`config.mk`:
```
export PLATFORM = sky130hd
export DESIGN_NAME = packed_pixel_rect_copy_addresser
export DESIGN_NICKNAME = d
export VERILOG_FILES = /design/src/rtl/ppra_pkg.sv /design/src/rtl/ppra_front.sv /design/src/rtl/ppra_queue.sv /design/src/rtl/ppra_back.sv /design/src/rtl/packed_pixel_rect_copy_addresser.sv
export SDC_FILE = /design/constraint.sdc
export NUM_CORES = 2
export LEC_CHECK = 0
export BUFFER_PORTS_ARGS = -buffer_cell sky130_fd_sc_hd__buf_2
export CORE_ASPECT_RATIO = 1.75
export CORE_UTILIZATION = 60
export DETAILED_ROUTE_END_ITERATION = 8
export HOLD_SLACK_MARGIN = 0.15
export PLACE_DENSITY = 0.8
export SETUP_SLACK_MARGIN = 0.1
export SYNTH_ARGS = -nofsm -noshare
export SYNTH_HDL_FRONTEND = slang
export SYNTH_SLANG_ARGS = --single-unit
```
`constraint.sdc`:
```
create_clock -name clk_i -period 7.4 [get_ports clk_i]
set_clock_uncertainty 0.05 [all_clocks]
set_input_delay 0.37 -clock clk_i [delete_from_list [all_inputs] [get_ports clk_i]]
set_output_delay 0.37 -clock clk_i [all_outputs]
set_load 0.01 [all_outputs]
```
`src/rtl/ppra_pkg.sv`:
```
// Types, codes and helper functions of the rectangle-copy addresser.
package ppra_pkg;

  localparam int unsigned CFG_DATA_W = 32;
  localparam int unsigned CFG_IDX_W  = 3;
  localparam int unsigned DEPTH_W    = 3;
  localparam int unsigned STRIDE_W   = 16;
  localparam int unsigned BASE_W     = 32;
  localparam int unsigned IN_COORD_W = 16;
  localparam int unsigned OUT_ADDR_W = 32;
  localparam int unsigned SHIFT_W    = 3;
  localparam int unsigned MASK_W     = 32;

  localparam logic [DEPTH_W-1:0] DEPTH_RESET = 3'd3;

  typedef enum logic {
    OP_START = 1'b0,
    OP_STEP  = 1'b1
  } op_e;

  typedef enum logic [CFG_IDX_W-1:0] {
    REG_DEPTH      = 3'd0,
    REG_SRC_STRIDE = 3'd1,
    REG_DST_STRIDE = 3'd2,
    REG_SRC_BASE   = 3'd3,
    REG_DST_BASE   = 3'd4
  } reg_idx_e;

  typedef struct packed {
    logic row_end;
    logic last;
  } flags_t;

  // Log2 of the bits per pixel; the unused codes act as 32 bits per pixel.
  function automatic logic [2:0] depth_log2(input logic [DEPTH_W-1:0] code);
    logic [2:0] res;
    if (code > 3'd5) begin
      res = 3'd5;
    end else begin
      res = code;
    end
    return res;
  endfunction

  function automatic logic [MASK_W-1:0] depth_mask(input logic [DEPTH_W-1:0] code);
    logic [MASK_W-1:0] res;
    unique case (depth_log2(code))
      3'd0:    res = 32'h1;
      3'd1:    res = 32'h3;
      3'd2:    res = 32'hf;
      3'd3:    res = 32'hff;
      3'd4:    res = 32'hffff;
      default: res = 32'hffff_ffff;
    endcase
    return res;
  endfunction

endpackage

```
`src/rtl/ppra_front.sv`:
```
// Front end: takes items, tracks the rectangle walk and issues pixel commands.
module ppra_front import ppra_pkg::*; #(
  parameter int unsigned ADDR_WIDTH  = 32,
  parameter int unsigned COORD_WIDTH = 16
) (
  input  logic                    clk_i,
  input  logic                    rst_ni,
  input  logic                    accept_i,
  input  logic                    operation_i,
  input  logic [IN_COORD_W-1:0]   dest_col_i,
  input  logic [IN_COORD_W-1:0]   dest_row_i,
  input  logic [IN_COORD_W-1:0]   source_col_i,
  input  logic [IN_COORD_W-1:0]   source_row_i,
  input  logic [IN_COORD_W-1:0]   width_pixels_i,
  input  logic [IN_COORD_W-1:0]   height_rows_i,
  input  logic [STRIDE_W-1:0]     src_stride_i,
  input  logic [STRIDE_W-1:0]     dst_stride_i,
  output logic                    cmd_valid_o,
  output logic [ADDR_WIDTH-1:0]   cmd_src_off_o,
  output logic [ADDR_WIDTH-1:0]   cmd_dst_off_o,
  output logic [COORD_WIDTH:0]    cmd_scol_o,
  output logic [COORD_WIDTH:0]    cmd_dcol_o,
  output flags_t                  cmd_flags_o
);

  localparam int unsigned CW    = COORD_WIDTH;
  localparam int unsigned COLW  = CW + 1;
  localparam int unsigned PRODW = CW + STRIDE_W;
  localparam int unsigned MULW  = (ADDR_WIDTH > PRODW) ? ADDR_WIDTH : PRODW;

  logic                  busy_q, busy_d;
  logic [ADDR_WIDTH-1:0] src_off_q, src_off_d, dst_off_q, dst_off_d;
  logic [CW-1:0]         col_idx_q, col_idx_d, rows_left_q, rows_left_d;
  logic [CW-1:0]         saved_scol_q, saved_scol_d, saved_dcol_q, saved_dcol_d;
  logic [CW-1:0]         width_q, width_d;
  logic [COLW-1:0]       scol_q, scol_d, dcol_q, dcol_d;

  logic [CW-1:0]    srow, drow, height, scol_in, dcol_in, width_in;
  logic [PRODW-1:0] src_prod, dst_prod;
  logic [MULW-1:0]  src_prod_w, dst_prod_w;
  logic [COLW-1:0]  col_next;
  logic             row_end, last;

  assign srow     = CW'(source_row_i);
  assign drow     = CW'(dest_row_i);
  assign height   = CW'(height_rows_i);
  assign scol_in  = CW'(source_col_i);
  assign dcol_in  = CW'(dest_col_i);
  assign width_in = CW'(width_pixels_i);

  assign src_prod   = PRODW'(srow) * PRODW'(src_stride_i);
  assign dst_prod   = PRODW'(drow) * PRODW'(dst_stride_i);
  assign src_prod_w = MULW'(src_prod);
  assign dst_prod_w = MULW'(dst_prod);

  assign col_next = {1'b0, col_idx_q} + COLW'(1);
  assign row_end  = col_next >= {1'b0, width_q};
  assign last     = row_end && (rows_left_q <= CW'(1));

  assign cmd_src_off_o       = src_off_q;
  assign cmd_dst_off_o       = dst_off_q;
  assign cmd_scol_o          = scol_q;
  assign cmd_dcol_o          = dcol_q;
  assign cmd_flags_o.row_end = row_end;
  assign cmd_flags_o.last    = last;

  always_comb begin
    busy_d       = busy_q;
    src_off_d    = src_off_q;
    dst_off_d    = dst_off_q;
    col_idx_d    = col_idx_q;
    rows_left_d  = rows_left_q;
    saved_scol_d = saved_scol_q;
    saved_dcol_d = saved_dcol_q;
    width_d      = width_q;
    scol_d       = scol_q;
    dcol_d       = dcol_q;
    cmd_valid_o  = 1'b0;
    if (accept_i) begin
      if (op_e'(operation_i) == OP_START) begin
        saved_scol_d = scol_in;
        saved_dcol_d = dcol_in;
        width_d      = width_in;
        src_off_d    = src_prod_w[ADDR_WIDTH-1:0];
        dst_off_d    = dst_prod_w[ADDR_WIDTH-1:0];
        col_idx_d    = '0;
        rows_left_d  = height;
        scol_d       = {1'b0, scol_in};
        dcol_d       = {1'b0, dcol_in};
        busy_d       = (width_in != '0) && (height != '0);
      end else if (busy_q) begin
        cmd_valid_o = 1'b1;
        if (row_end) begin
          col_idx_d   = '0;
          rows_left_d = rows_left_q - CW'(1);
          src_off_d   = src_off_q + ADDR_WIDTH'(src_stride_i);
          dst_off_d   = dst_off_q + ADDR_WIDTH'(dst_stride_i);
          scol_d      = {1'b0, saved_scol_q};
          dcol_d      = {1'b0, saved_dcol_q};
          if (last) begin
            busy_d = 1'b0;
          end
        end else begin
          col_idx_d = col_next[CW-1:0];
          scol_d    = scol_q + COLW'(1);
          dcol_d    = dcol_q + COLW'(1);
        end
      end
    end
  end

  always_ff @(posedge clk_i or negedge rst_ni) begin
    if (!rst_ni) begin
      busy_q      <= 1'b0;
      col_idx_q   <= '0;
      rows_left_q <= '0;
    end else begin
      busy_q      <= busy_d;
      col_idx_q   <= col_idx_d;
      rows_left_q <= rows_left_d;
    end
  end

  always_ff @(posedge clk_i) begin
    src_off_q    <= src_off_d;
    dst_off_q    <= dst_off_d;
    saved_scol_q <= saved_scol_d;
    saved_dcol_q <= saved_dcol_d;
    width_q      <= width_d;
    scol_q       <= scol_d;
    dcol_q       <= dcol_d;
  end

endmodule

```
`src/rtl/ppra_queue.sv`:
```
// Two-entry queue of pixel commands between the front and back ends.
module ppra_queue import ppra_pkg::*; #(
  parameter int unsigned DATA_W = 8
) (
  input  logic              clk_i,
  input  logic              rst_ni,
  input  logic              push_i,
  input  logic [DATA_W-1:0] wdata_i,
  output logic              full_o,
  input  logic              pop_i,
  output logic [DATA_W-1:0] rdata_o,
  output logic              empty_o
);

  localparam int unsigned DEPTH = 2;
  localparam int unsigned PTR_W = $clog2(DEPTH);
  localparam int unsigned CNT_W = $clog2(DEPTH + 1);

  logic [DATA_W-1:0] mem_q [DEPTH];
  logic [PTR_W-1:0]  wr_ptr_q, wr_ptr_d, rd_ptr_q, rd_ptr_d;
  logic [CNT_W-1:0]  count_q, count_d;
  logic              do_push, do_pop;

  assign full_o  = count_q == CNT_W'(DEPTH);
  assign empty_o = count_q == '0;
  assign do_push = push_i && !full_o;
  assign do_pop  = pop_i && !empty_o;
  assign rdata_o = mem_q[rd_ptr_q];

  always_comb begin
    wr_ptr_d = wr_ptr_q;
    rd_ptr_d = rd_ptr_q;
    count_d  = count_q;
    if (do_push) begin
      wr_ptr_d = (wr_ptr_q == PTR_W'(DEPTH - 1)) ? '0 : wr_ptr_q + PTR_W'(1);
    end
    if (do_pop) begin
      rd_ptr_d = (rd_ptr_q == PTR_W'(DEPTH - 1)) ? '0 : rd_ptr_q + PTR_W'(1);
    end
    if (do_push && !do_pop) begin
      count_d = count_q + CNT_W'(1);
    end else if (do_pop && !do_push) begin
      count_d = count_q - CNT_W'(1);
    end
  end

  always_ff @(posedge clk_i or negedge rst_ni) begin
    if (!rst_ni) begin
      wr_ptr_q <= '0;
      rd_ptr_q <= '0;
      count_q  <= '0;
    end else begin
      wr_ptr_q <= wr_ptr_d;
      rd_ptr_q <= rd_ptr_d;
      count_q  <= count_d;
    end
  end

  always_ff @(posedge clk_i) begin
    if (do_push) begin
      mem_q[wr_ptr_q] <= wdata_i;
    end
  end

endmodule

```
`src/rtl/ppra_back.sv`:
```
// Back end: turns pixel commands into byte addresses, shifts and masks.
module ppra_back import ppra_pkg::*; #(
  parameter int unsigned ADDR_WIDTH  = 32,
  parameter int unsigned COORD_WIDTH = 16
) (
  input  logic                  clk_i,
  input  logic                  rst_ni,
  input  logic                  cmd_valid_i,
  output logic                  cmd_pop_o,
  input  logic [ADDR_WIDTH-1:0] cmd_src_off_i,
  input  logic [ADDR_WIDTH-1:0] cmd_dst_off_i,
  input  logic [COORD_WIDTH:0]  cmd_scol_i,
  input  logic [COORD_WIDTH:0]  cmd_dcol_i,
  input  flags_t                cmd_flags_i,
  input  logic [DEPTH_W-1:0]    depth_code_i,
  input  logic [BASE_W-1:0]     src_base_i,
  input  logic [BASE_W-1:0]     dst_base_i,
  output logic                  empty_o,
  input  logic                  pop_i,
  output logic [OUT_ADDR_W-1:0] source_addr_o,
  output logic [SHIFT_W-1:0]    source_shift_o,
  output logic [OUT_ADDR_W-1:0] dest_addr_o,
  output logic [SHIFT_W-1:0]    dest_shift_o,
  output logic [MASK_W-1:0]     pixel_mask_o,
  output logic                  row_end_o,
  output logic                  last_o
);

  localparam int unsigned BITW  = COORD_WIDTH + 6;
  localparam int unsigned BYTEW = BITW - 3;
  localparam int unsigned SUMW  = (ADDR_WIDTH > BYTEW) ? ADDR_WIDTH : BYTEW;
  localparam int unsigned OUTW  = (ADDR_WIDTH > OUT_ADDR_W) ? ADDR_WIDTH : OUT_ADDR_W;

  logic                  s1_ready, s2_ready;
  logic                  s1_valid_q, s1_valid_d, s2_valid_q, s2_valid_d;
  logic [ADDR_WIDTH-1:0] s1_src_row_q, s1_dst_row_q;
  logic [BYTEW-1:0]      s1_src_byte_q, s1_dst_byte_q;
  logic [SHIFT_W-1:0]    s1_src_shift_q, s1_dst_shift_q, s2_src_shift_q, s2_dst_shift_q;
  logic [MASK_W-1:0]     s1_mask_q, s2_mask_q;
  flags_t                s1_flags_q, s2_flags_q;
  logic [ADDR_WIDTH-1:0] s2_src_addr_q, s2_dst_addr_q;

  logic [BITW-1:0]       src_bit, dst_bit;
  logic [SUMW-1:0]       src_byte_w, dst_byte_w;
  logic [OUTW-1:0]       src_out_w, dst_out_w;

  assign s2_ready   = !s2_valid_q || pop_i;
  assign s1_ready   = !s1_valid_q || s2_ready;
  assign cmd_pop_o  = cmd_valid_i && s1_ready;
  assign s1_valid_d = s1_ready ? cmd_valid_i : s1_valid_q;
  assign s2_valid_d = s2_ready ? s1_valid_q : s2_valid_q;

  assign src_bit = BITW'(cmd_scol_i) << depth_log2(depth_code_i);
  assign dst_bit = BITW'(cmd_dcol_i) << depth_log2(depth_code_i);

  assign src_byte_w = SUMW'(s1_src_byte_q);
  assign dst_byte_w = SUMW'(s1_dst_byte_q);

  always_ff @(posedge clk_i or negedge rst_ni) begin
    if (!rst_ni) begin
      s1_valid_q <= 1'b0;
      s2_valid_q <= 1'b0;
    end else begin
      s1_valid_q <= s1_valid_d;
      s2_valid_q <= s2_valid_d;
    end
  end

  always_ff @(posedge clk_i) begin
    if (cmd_pop_o) begin
      s1_src_row_q   <= ADDR_WIDTH'(src_base_i) + cmd_src_off_i;
      s1_dst_row_q   <= ADDR_WIDTH'(dst_base_i) + cmd_dst_off_i;
      s1_src_byte_q  <= src_bit[BITW-1:3];
      s1_dst_byte_q  <= dst_bit[BITW-1:3];
      s1_src_shift_q <= src_bit[2:0];
      s1_dst_shift_q <= dst_bit[2:0];
      s1_mask_q      <= depth_mask(depth_code_i);
      s1_flags_q     <= cmd_flags_i;
    end
    if (s2_ready && s1_valid_q) begin
      s2_src_addr_q  <= s1_src_row_q + src_byte_w[ADDR_WIDTH-1:0];
      s2_dst_addr_q  <= s1_dst_row_q + dst_byte_w[ADDR_WIDTH-1:0];
      s2_src_shift_q <= s1_src_shift_q;
      s2_dst_shift_q <= s1_dst_shift_q;
      s2_mask_q      <= s1_mask_q;
      s2_flags_q     <= s1_flags_q;
    end
  end

  assign src_out_w = OUTW'(s2_src_addr_q);
  assign dst_out_w = OUTW'(s2_dst_addr_q);

  assign empty_o        = !s2_valid_q;
  assign source_addr_o  = src_out_w[OUT_ADDR_W-1:0];
  assign dest_addr_o    = dst_out_w[OUT_ADDR_W-1:0];
  assign source_shift_o = s2_src_shift_q;
  assign dest_shift_o   = s2_dst_shift_q;
  assign pixel_mask_o   = s2_mask_q;
  assign row_end_o      = s2_flags_q.row_end;
  assign last_o         = s2_flags_q.last;

endmodule

```
`src/rtl/packed_pixel_rect_copy_addresser.sv`:
```
// Top level of the rectangle-copy address generator for packed framebuffers.
// A start item sets up a rectangle and yields nothing; each following step
// item yields the source and destination byte addresses, bit shifts and mask
// of one pixel, row by row, until the last pixel is flagged. One item is
// taken every clock cycle while full is low, and one result can leave
// every cycle; the front end's column and row counters advance once per
// step item taken. A step item is pushed into a two-entry command queue
// and passes through a two-stage address pipeline before its result
// appears on the outputs. Full rises only when results are not being
// popped and the queue and pipeline have filled.
module packed_pixel_rect_copy_addresser import ppra_pkg::*; #(
  parameter int unsigned ADDR_WIDTH  = 32,
  parameter int unsigned COORD_WIDTH = 16
) (
  input  logic                  clk_i,
  input  logic                  rst_ni,
  input  logic                  cfg_we_i,
  input  logic [CFG_IDX_W-1:0]  cfg_idx_i,
  input  logic [CFG_DATA_W-1:0] cfg_data_i,
  input  logic                  push,
  output logic                  full,
  input  logic                  operation_i,
  input  logic [IN_COORD_W-1:0] dest_col_i,
  input  logic [IN_COORD_W-1:0] dest_row_i,
  input  logic [IN_COORD_W-1:0] source_col_i,
  input  logic [IN_COORD_W-1:0] source_row_i,
  input  logic [IN_COORD_W-1:0] width_pixels_i,
  input  logic [IN_COORD_W-1:0] height_rows_i,
  output logic                  empty,
  input  logic                  pop,
  output logic [OUT_ADDR_W-1:0] source_addr_o,
  output logic [SHIFT_W-1:0]    source_shift_o,
  output logic [OUT_ADDR_W-1:0] dest_addr_o,
  output logic [SHIFT_W-1:0]    dest_shift_o,
  output logic [MASK_W-1:0]     pixel_mask_o,
  output logic                  row_end_o,
  output logic                  last_o
);

  localparam int unsigned COLW   = COORD_WIDTH + 1;
  localparam int unsigned DATA_W = 2 * ADDR_WIDTH + 2 * COLW + $bits(flags_t);

  logic [DEPTH_W-1:0]  depth_q;
  logic [STRIDE_W-1:0] src_stride_q, dst_stride_q;
  logic [BASE_W-1:0]   src_base_q, dst_base_q;

  logic                  accept;
  logic                  cmd_valid, q_empty, q_pop;
  logic [ADDR_WIDTH-1:0] f_src_off, f_dst_off, b_src_off, b_dst_off;
  logic [COLW-1:0]       f_scol, f_dcol, b_scol, b_dcol;
  flags_t                f_flags, b_flags;
  logic [DATA_W-1:0]     q_wdata, q_rdata;

  always_ff @(posedge clk_i or negedge rst_ni) begin
    if (!rst_ni) begin
      depth_q      <= DEPTH_RESET;
      src_stride_q <= '0;
      dst_stride_q <= '0;
      src_base_q   <= '0;
      dst_base_q   <= '0;
    end else if (cfg_we_i) begin
      unique case (reg_idx_e'(cfg_idx_i))
        REG_DEPTH:      depth_q      <= cfg_data_i[DEPTH_W-1:0];
        REG_SRC_STRIDE: src_stride_q <= cfg_data_i[STRIDE_W-1:0];
        REG_DST_STRIDE: dst_stride_q <= cfg_data_i[STRIDE_W-1:0];
        REG_SRC_BASE:   src_base_q   <= cfg_data_i[BASE_W-1:0];
        REG_DST_BASE:   dst_base_q   <= cfg_data_i[BASE_W-1:0];
        default: ;
      endcase
    end
  end

  assign accept = push && !full;

  ppra_front #(
    .ADDR_WIDTH (ADDR_WIDTH),
    .COORD_WIDTH(COORD_WIDTH)
  ) u_front (
    .clk_i         (clk_i),
    .rst_ni        (rst_ni),
    .accept_i      (accept),
    .operation_i   (operation_i),
    .dest_col_i    (dest_col_i),
    .dest_row_i    (dest_row_i),
    .source_col_i  (source_col_i),
    .source_row_i  (source_row_i),
    .width_pixels_i(width_pixels_i),
    .height_rows_i (height_rows_i),
    .src_stride_i  (src_stride_q),
    .dst_stride_i  (dst_stride_q),
    .cmd_valid_o   (cmd_valid),
    .cmd_src_off_o (f_src_off),
    .cmd_dst_off_o (f_dst_off),
    .cmd_scol_o    (f_scol),
    .cmd_dcol_o    (f_dcol),
    .cmd_flags_o   (f_flags)
  );

  assign q_wdata = {f_src_off, f_dst_off, f_scol, f_dcol, f_flags};
  assign {b_src_off, b_dst_off, b_scol, b_dcol, b_flags} = q_rdata;

  ppra_queue #(
    .DATA_W(DATA_W)
  ) u_queue (
    .clk_i  (clk_i),
    .rst_ni (rst_ni),
    .push_i (cmd_valid),
    .wdata_i(q_wdata),
    .full_o (full),
    .pop_i  (q_pop),
    .rdata_o(q_rdata),
    .empty_o(q_empty)
  );

  ppra_back #(
    .ADDR_WIDTH (ADDR_WIDTH),
    .COORD_WIDTH(COORD_WIDTH)
  ) u_back (
    .clk_i         (clk_i),
    .rst_ni        (rst_ni),
    .cmd_valid_i   (!q_empty),
    .cmd_pop_o     (q_pop),
    .cmd_src_off_i (b_src_off),
    .cmd_dst_off_i (b_dst_off),
    .cmd_scol_i    (b_scol),
    .cmd_dcol_i    (b_dcol),
    .cmd_flags_i   (b_flags),
    .depth_code_i  (depth_q),
    .src_base_i    (src_base_q),
    .dst_base_i    (dst_base_q),
    .empty_o       (empty),
    .pop_i         (pop),
    .source_addr_o (source_addr_o),
    .source_shift_o(source_shift_o),
    .dest_addr_o   (dest_addr_o),
    .dest_shift_o  (dest_shift_o),
    .pixel_mask_o  (pixel_mask_o),
    .row_end_o     (row_end_o),
    .last_o        (last_o)
  );

endmodule

```
# Word-level counts from Yosys, hierarchy flattened
# Memory sizes are Yosys's and may differ from the RTL's.
# Cells that the tools add are included.
dict set report word_totals {
  out_inout_bits 106
  latchBits 0
  romBits 0
  regBits 530
  ramBits 200
  n_memories 1
  word_cells 137
  inputBits 137
}
dict set report op_classes {
  n_reduce_logical 31
  div_mod_pow 0
  magnitude_cmp 3
  mul 2
  n_eq_ne 11
  add_sub_neg 14
  n_bitwise 1
  shift 2
  mux 34
}
# name words width rd rd_clocked_by_memory_dff wr line_no
set memory_table {}
lappend memory_table {u_queue.mem_q 2 100 1 0 1 ppra_queue.sv:19} ;# logic [DATA_W-1:0] mem_q [DEPTH];
# cell n
set op_table {}
lappend op_table {{32-bit 2-to-1 mux} 6}
lappend op_table {{32-bit case mux with 5 select lines} 1}
lappend op_table {{16-bit 2-to-1 mux} 8}
lappend op_table {{17-bit 2-to-1 mux} 4}
lappend op_table {{32-bit by 16-bit adder with 32-bit output} 2}
lappend op_table {{32-bit by 19-bit adder with 32-bit output} 2}
lappend op_table {{32-bit adder} 2}
lappend op_table {{16-bit by 16-bit multiplier with 32-bit output} 2}
lappend op_table {{17-bit by 3-bit << shifter with 22-bit output} 2}
lappend op_table {{17-bit by 1-bit adder with 17-bit output (second input constant)} 2}
lappend op_table {{16-bit nonzero test} 2}
lappend op_table {{16-bit by 1-bit adder with 17-bit output (second input constant)} 1}
lappend op_table {{17-bit by 16-bit >= comparator with 1-bit output} 1}
lappend op_table {{16-bit by 1-bit less-or-equal comparator with 1-bit output (second input constant)} 1}
lappend op_table {{16-bit by 1-bit subtractor with 16-bit output (second input constant)} 1}
lappend op_table {{2-bit AND reduction} 7}
lappend op_table {{3-bit by 2-bit == test with 1-bit output (second input constant)} 4}
lappend op_table {{1-bit 2-to-1 mux} 11}
lappend op_table {{1-bit logical AND} 9}
lappend op_table {{3-bit by 1-bit == test with 1-bit output (second input constant)} 2}
lappend op_table {{3-bit == test (second input constant)} 2}
lappend op_table {{1-bit zero test} 6}
lappend op_table {{3-bit zero test} 2}
lappend op_table {{3-bit 2-to-1 mux} 2}
lappend op_table {{other kinds (12)} 16}

# Depth between registers and ports, before layout
dict set report logic_depth {
  ltp_word 9
  depth_mapped 23
  depth_no_buf 21
}

# By module
# A second synthesis with hierarchy kept.
dict set report unflattened {
  hier_cells 4717
  hier_area_um2 52074.9
}
# module area_per_inst_um2 seq_area_each_um2 n_inst cells_per_inst
set by_module_without_submodules {}
lappend by_module_without_submodules {ppra_front 27508.9 5210.0 1 3001}
lappend by_module_without_submodules {ppra_back 12737.2 5815.6 1 1170}
lappend by_module_without_submodules {ppra_queue 7862.5 6105.9 1 330}
lappend by_module_without_submodules {packed_pixel_rect_copy_addresser 3966.3 2479.9 1 216}

# Least setup slack after synthesis
# Ideal clock, no wire load.
dict set report synth_path {
  path_type {register to register}
  from {register u_front.col_idx_q[5]}
  to {register u_front.dst_off_q[0] (netlist: u_front.cmd_dst_off_o[0]) (enable)}
  n_path_buf 2
  setup_slack_ns 0.837
  setup_time_ns 0.524
  synth_period_minus_slack_ns 6.563
  arrival_time_ns 5.989
  path_stages_with_launch 14
  required_ns 6.826
  cell_sequence {dfrtp_1 > and3_1 > and4_1 > nand2_1 > nor3_1 > and3_1 > xor2_1 > ha_1 > nand2_1 > nor3_1 > o31ai_1 > buf_2 > buf_2 > a31oi_1}
}
dict set report synth_between {
  elab_chain_len 4
}
# element line_no
set synth_lines {}
lappend synth_lines {{start, declared} ppra_front.sv:33} ;# logic [CW-1:0] col_idx_q, col_idx_d, rows_left_q, rows_left_d;
lappend synth_lines {{start signal, assigned} ppra_front.sv:119} ;# col_idx_q <= col_idx_d;
lappend synth_lines {{16-bit by 1-bit adder with 17-bit output} ppra_front.sv:56} ;# assign col_next = {1'b0, col_idx_q} + COLW'(1);
lappend synth_lines {{17-bit by 16-bit >= comparator with 1-bit output} ppra_front.sv:57} ;# assign row_end = col_next >= {1'b0, width_q};
lappend synth_lines {{2-bit by 1-bit inequality test with 1-bit output (no source line)} n/a}
lappend synth_lines {{3-bit AND reduction (no source line)} n/a}
lappend synth_lines {{end signal, assigned} ppra_front.sv:126} ;# dst_off_q <= dst_off_d;
lappend synth_lines {{end, declared} ppra_front.sv:32} ;# logic [ADDR_WIDTH-1:0] src_off_q, src_off_d, dst_off_q, dst_off_d;
# Every way passes these cells.
# A chain may end at the register's enable or synchronous reset.

# Worst setup path in the final report
dict set report layout_path {
  from {register dst_stride_q[4]}
  to {register u_front.dst_off_q[31] (netlist: u_front.cmd_dst_off_o[31]), data pin}
}
dict set report layout_between {
  elab_chain_len 4
  elab_cells_between_ends 5
  classes_between {1 x add/sub; 1 x mul; 3 x mux}
}
# element line_no
set layout_lines {}
lappend layout_lines {{start, declared} packed_pixel_rect_copy_addresser.sv:44} ;# logic [STRIDE_W-1:0] src_stride_q, dst_stride_q;
lappend layout_lines {{start signal, assigned} packed_pixel_rect_copy_addresser.sv:65} ;# REG_DST_STRIDE: dst_stride_q <= cfg_data_i[STRIDE_W-1:0];
lappend layout_lines {{branches (longest 3 deep; another with 16-bit by 16-bit multiplier with 32-bit output)} n/a}
lappend layout_lines {{32-bit 2-to-1 mux *} ppra_front.sv:80} ;# if (op_e'(operation_i) == OP_START) begin
# Mark *: on every way between the ends. The select of a mux whose other input is x is not followed.

==> run_results.csv <==
group,metric,value,unit
timing,clock.fmax,147,MHz
cts,cts-htree-levels,3,
timing,drv_slew,0,
route,antenna_left,0,
die,core,0.0849,mm2
run_status,status,"finished, final reports clean",
critical_path,endpoint,"u_front.cmd_dst_off_o[31]",
yosys,ys.flop_type,"edfxtp_1",
timing,tns,0,ns
die,die_h,390,um
yosys,synth_area,0.0516,mm2
timing,max_slew.worst_pin.slew,1.25,ns
timing,finalCritPeriodShare,0.919,
route,wl_per_cell,20.6,um
yosys,async_flop_share,0.204,
critical_path,path_max_fanout,18,
yosys,synth-xor-area-share,0.0423,
cts,cts_hold_buf,95,
route,first_pass_iters,5,
global_route,gr-total-overflow,0,
global_route,antenna_found_initial,8,
hold_path,hp-class,"in -> reg",
cts,clock-root-buffer,"clkbuf_16",
critical_path,cp-start-kind,"flip-flop",
layout,layout-drive-gt1-share,0.122,
layout,syn2layout_area_growth,10.4,%
timing,hold_violations,0,
yosys,ys_warn_count,0,
timing,grt_setup_unrepaired,"false",
cts,cts_buffers,66,
cts,post_cts_buffers,0,
cts,clockBufferDepth,3,
critical_path,r2r-start,"dst_stride_q[4]",
cts,cts_sinks,676,
critical_path,startpoint,"dst_stride_q[4]",
placement,gp_congestion,0.939,
route,drt_first_iter_violations,2916,
critical_path,worst_path_most_repeated_cell,"fa_1",
yosys,synth_top_area_cell,"edfxtp_1",
cts,cts_tree,"done",
placement,io_buffers,241,
global_route,grt.total_usage,0.299,
critical_path,r2r-end,"u_front.cmd_dst_off_o[31]",
critical_path,crit_slowest_cell,"dfrtp_1",
yosys,syn_nets,5639,
route,drcViolationCount,0,
run,max-cap-violations,0,
yosys,synth.area.top_cells,"edfxtp_1 31%, fa_1 15%, ha_1 8.8%",
yosys,synth-compound-area-share,0.0923,
yosys,ys_ff_latch,676,
yosys,syn_avg_cell_area,10.9,um2
placement,place_hpwl,93.5,mm
yosys,synth-edff-count,538,
route,num_vias,36880,
timing,hold-worst-slack,0.199,ns
timing,fin_crit,6.80,ns
critical_path,cp.required,7.69,ns
layout,nets,5884,
global_route,grt_start_max_net_pins,80,
layout,fillers,6247,
timing,slew_headroom,0.162,
critical_path,crit_type,"reg -> reg",
critical_path,rr_worst_depth,20,
yosys,ys_types,88,
die,ioPinCount,243,
yosys,synth.mux.area_fraction,0.0692,
timing,setup_viol,0,
yosys,synth_top_cell_area_share,0.313,
critical_path,slowest_delay,0.65,ns
die,rows,141,
yosys,yosysSeqAreaShare,0.380,
die,die_w,224,um
cts,cts_resized,0,
critical_path,arrival,7.09,ns
die,die_area,0.0872,mm2
critical_path,timing.critical_path.cells,"and2_1 -> fa_1 -> inv_1 -> fa_1 -> fa_1 -> inv_1 -> fa_1 -> fa_1 -> inv_1 -> fa_1 -> inv_1 -> ha_1 -> a21oi_1 -> o211ai_1 -> a221oi_1 -> a21oi_1 -> a31oi_1 -> o311ai_1 -> xnor2_1 -> mux2i_1",
die,initial_core_util,0.608,
critical_path,reg2reg_slack,0.60,ns
yosys,synthAdderAreaFrac,0.241,
cts,insertion_delay,0.64,ns
yosys,synth_top_family_by_area,"adder cells",
yosys,synthCells,4746,
yosys,synth-simple-area-share,0.119,
critical_path,end_kind,"flip-flop",
route,vias_per_cell,5.96,
cts,clkTransAtPathRegs,0.07,ns
global_route,grt_pass1_vias,38197,
route,wirelength,128,mm
global_route,grt_pass1_wl,202,mm
## worst max-delay path: cells and delay by family, from the launching register on
family | cells | cell delay, ns
AO/OA/AOI/OAI | 6 | 1.68
XOR/XNOR | 1 | 0.16
adder cells (fa/ha/maj) | 7 | 3.31
buffers and inverters | 4 | 0.21
flip-flops | 1 | 0.65
multiplexers | 1 | 0.08
AND/OR/NAND/NOR | 1 | 0.32
## per-layer routing
| metal | wire length [um] | part of all wire | vias to the layer above | track usage |
|---|---|---|---|---|
| met4 | 7640 | 0.060 | 0 | 0.163 |
| met5 | 0 | 0 | - | 0 |
| met1 | 46900 | 0.37 | 18220 | 0.345 |
| met3 | 7550 | 0.059 | 420 | 0.0366 |
| met2 | 65600 | 0.51 | 1480 | 0.537 |
| li1 | - | - | 16760 | - |
## per-stage QoR
step	cells	utilization	setup slack [ns]	instance area [um2]
after detailed placement	5972	0.633	0.717	53700
after CTS	6189	0.671	0.686	56900
after global placement	5972	0.633	0.849	53700
after floorplan	4746	-	0.837	51600
final	6193	0.671	0.601	56900
after global routing	6189	0.671	0.283	56900
## area by class of cell
type / instances / area (um2) / area share
clock inverters: 37 / 470 / 0.00826
clock buffers: 85 / 1800 / 0.0315
multi-input cells: 3319 / 29100 / 0.511
well taps: 1144 / 1430 / 0.0251
inverters: 562 / 2110 / 0.0371
diodes: 4 / 10.0 / 0.000176
repair buffers: 366 / 2390 / 0.0420
flip-flops and latches: 676 / 19600 / 0.344
## registers in the layout (all words and copies together) (netlist names), 5 cells and up
name,cells
u_back.s1_mask_q,5
u_front.saved_dcol_q,16
u_front.saved_scol_q,16
u_back.s1_src_byte_q,19
u_front.rows_left_q,16
dst_stride_q,16
u_back.pixel_mask_o,5
dst_base_q,32
u_front.cmd_dst_off_o,32
u_back.s1_dst_byte_q,19
u_front.cmd_dcol_o,17
u_queue.mem_q,200
u_back.dest_addr_o,32
u_front.cmd_scol_o,17
src_stride_q,16
u_front.width_q,16
u_front.cmd_src_off_o,32
u_front.col_idx_q,16
src_base_q,32
u_back.source_addr_o,32
u_back.s1_dst_row_q,32
u_back.s1_src_row_q,32
## kinds of logic (layout without fill, tap and decap cells)
logic type,Yosys count,in the layout
AND/OR/NAND/NOR,1268,1268
adder cells (fa/ha/maj),756,756
buffers and inverters,751,1050
AO/OA/AOI/OAI,744,744
flip-flops,676,676
multiplexers,301,301
XOR/XNOR,249,249
other,1,5
## how the worst min path moves through the flow
stage                                         from                 endpoint  slack (ns)  cells past startpoint
after floorplan                             rst_ni               depth_q[2]        0.02                      0
after global placement        u_back.s1_mask_q[15]  u_back.pixel_mask_o[15]        0.35                      0
after detailed placement  u_back.s1_dst_shift_q[2]   u_back.dest_shift_o[2]        0.35                      0
after CTS                            cfg_data_i[5]          dst_stride_q[5]        0.16                      2
after global routing                 cfg_data_i[5]          src_stride_q[5]        0.17                      2
final                                cfg_data_i[5]          dst_stride_q[5]        0.20                      2
## cells in the mapped netlist, types with 16 or more instances
cell,n
edfxtp_1,538
xnor2_1,163
a31oi_1,17
fa_1,394
nand4_1,28
xor2_1,86
inv_1,560
o21bai_1,22
nor2_1,148
mux2i_1,106
nor3_1,47
o21a_1,21
nand3_1,68
o21ai_1,27
clkbuf_1,141
o211ai_1,23
o21ai_0,169
nor2b_1,20
mux4_2,28
a21oi_1,209
nor3b_1,17
a21o_1,73
o31ai_1,16
or3_1,27
nand2_1,551
a211oi_1,35
o22ai_1,20
and3_1,42
mux2_2,167
and2_1,242
buf_4,27
ha_1,362
nand2b_1,28
dfrtp_1,136
## cells in the final DEF, fill, tap and decap left out, types with 20 or more instances in the layout
cell / instances
a211oi_1: 35
a21o_1: 73
a21oi_1: 207
and2_1: 240
and3_1: 42
buf_2: 239
buf_4: 31
clkbuf_16: 68
dfrtp_1: 134
dlygate4sd3_1: 95
edfxtp_1: 538
fa_1: 394
ha_1: 362
inv_1: 557
mux2_2: 167
mux2i_1: 106
mux4_2: 28
nand2_1: 550
nand2b_1: 28
nand3_1: 67
nand4_1: 28
nor2_1: 147
nor2b_1: 20
nor3_1: 46
o211ai_1: 23
o21a_1: 21
o21ai_0: 169
o21ai_1: 27
o21bai_1: 22
o22ai_1: 20
or3_1: 27
xnor2_1: 163
xor2_1: 86
Power is not shown: default switching activity piles up to over one toggle a cycle in this logic, so the estimate is an artifact.
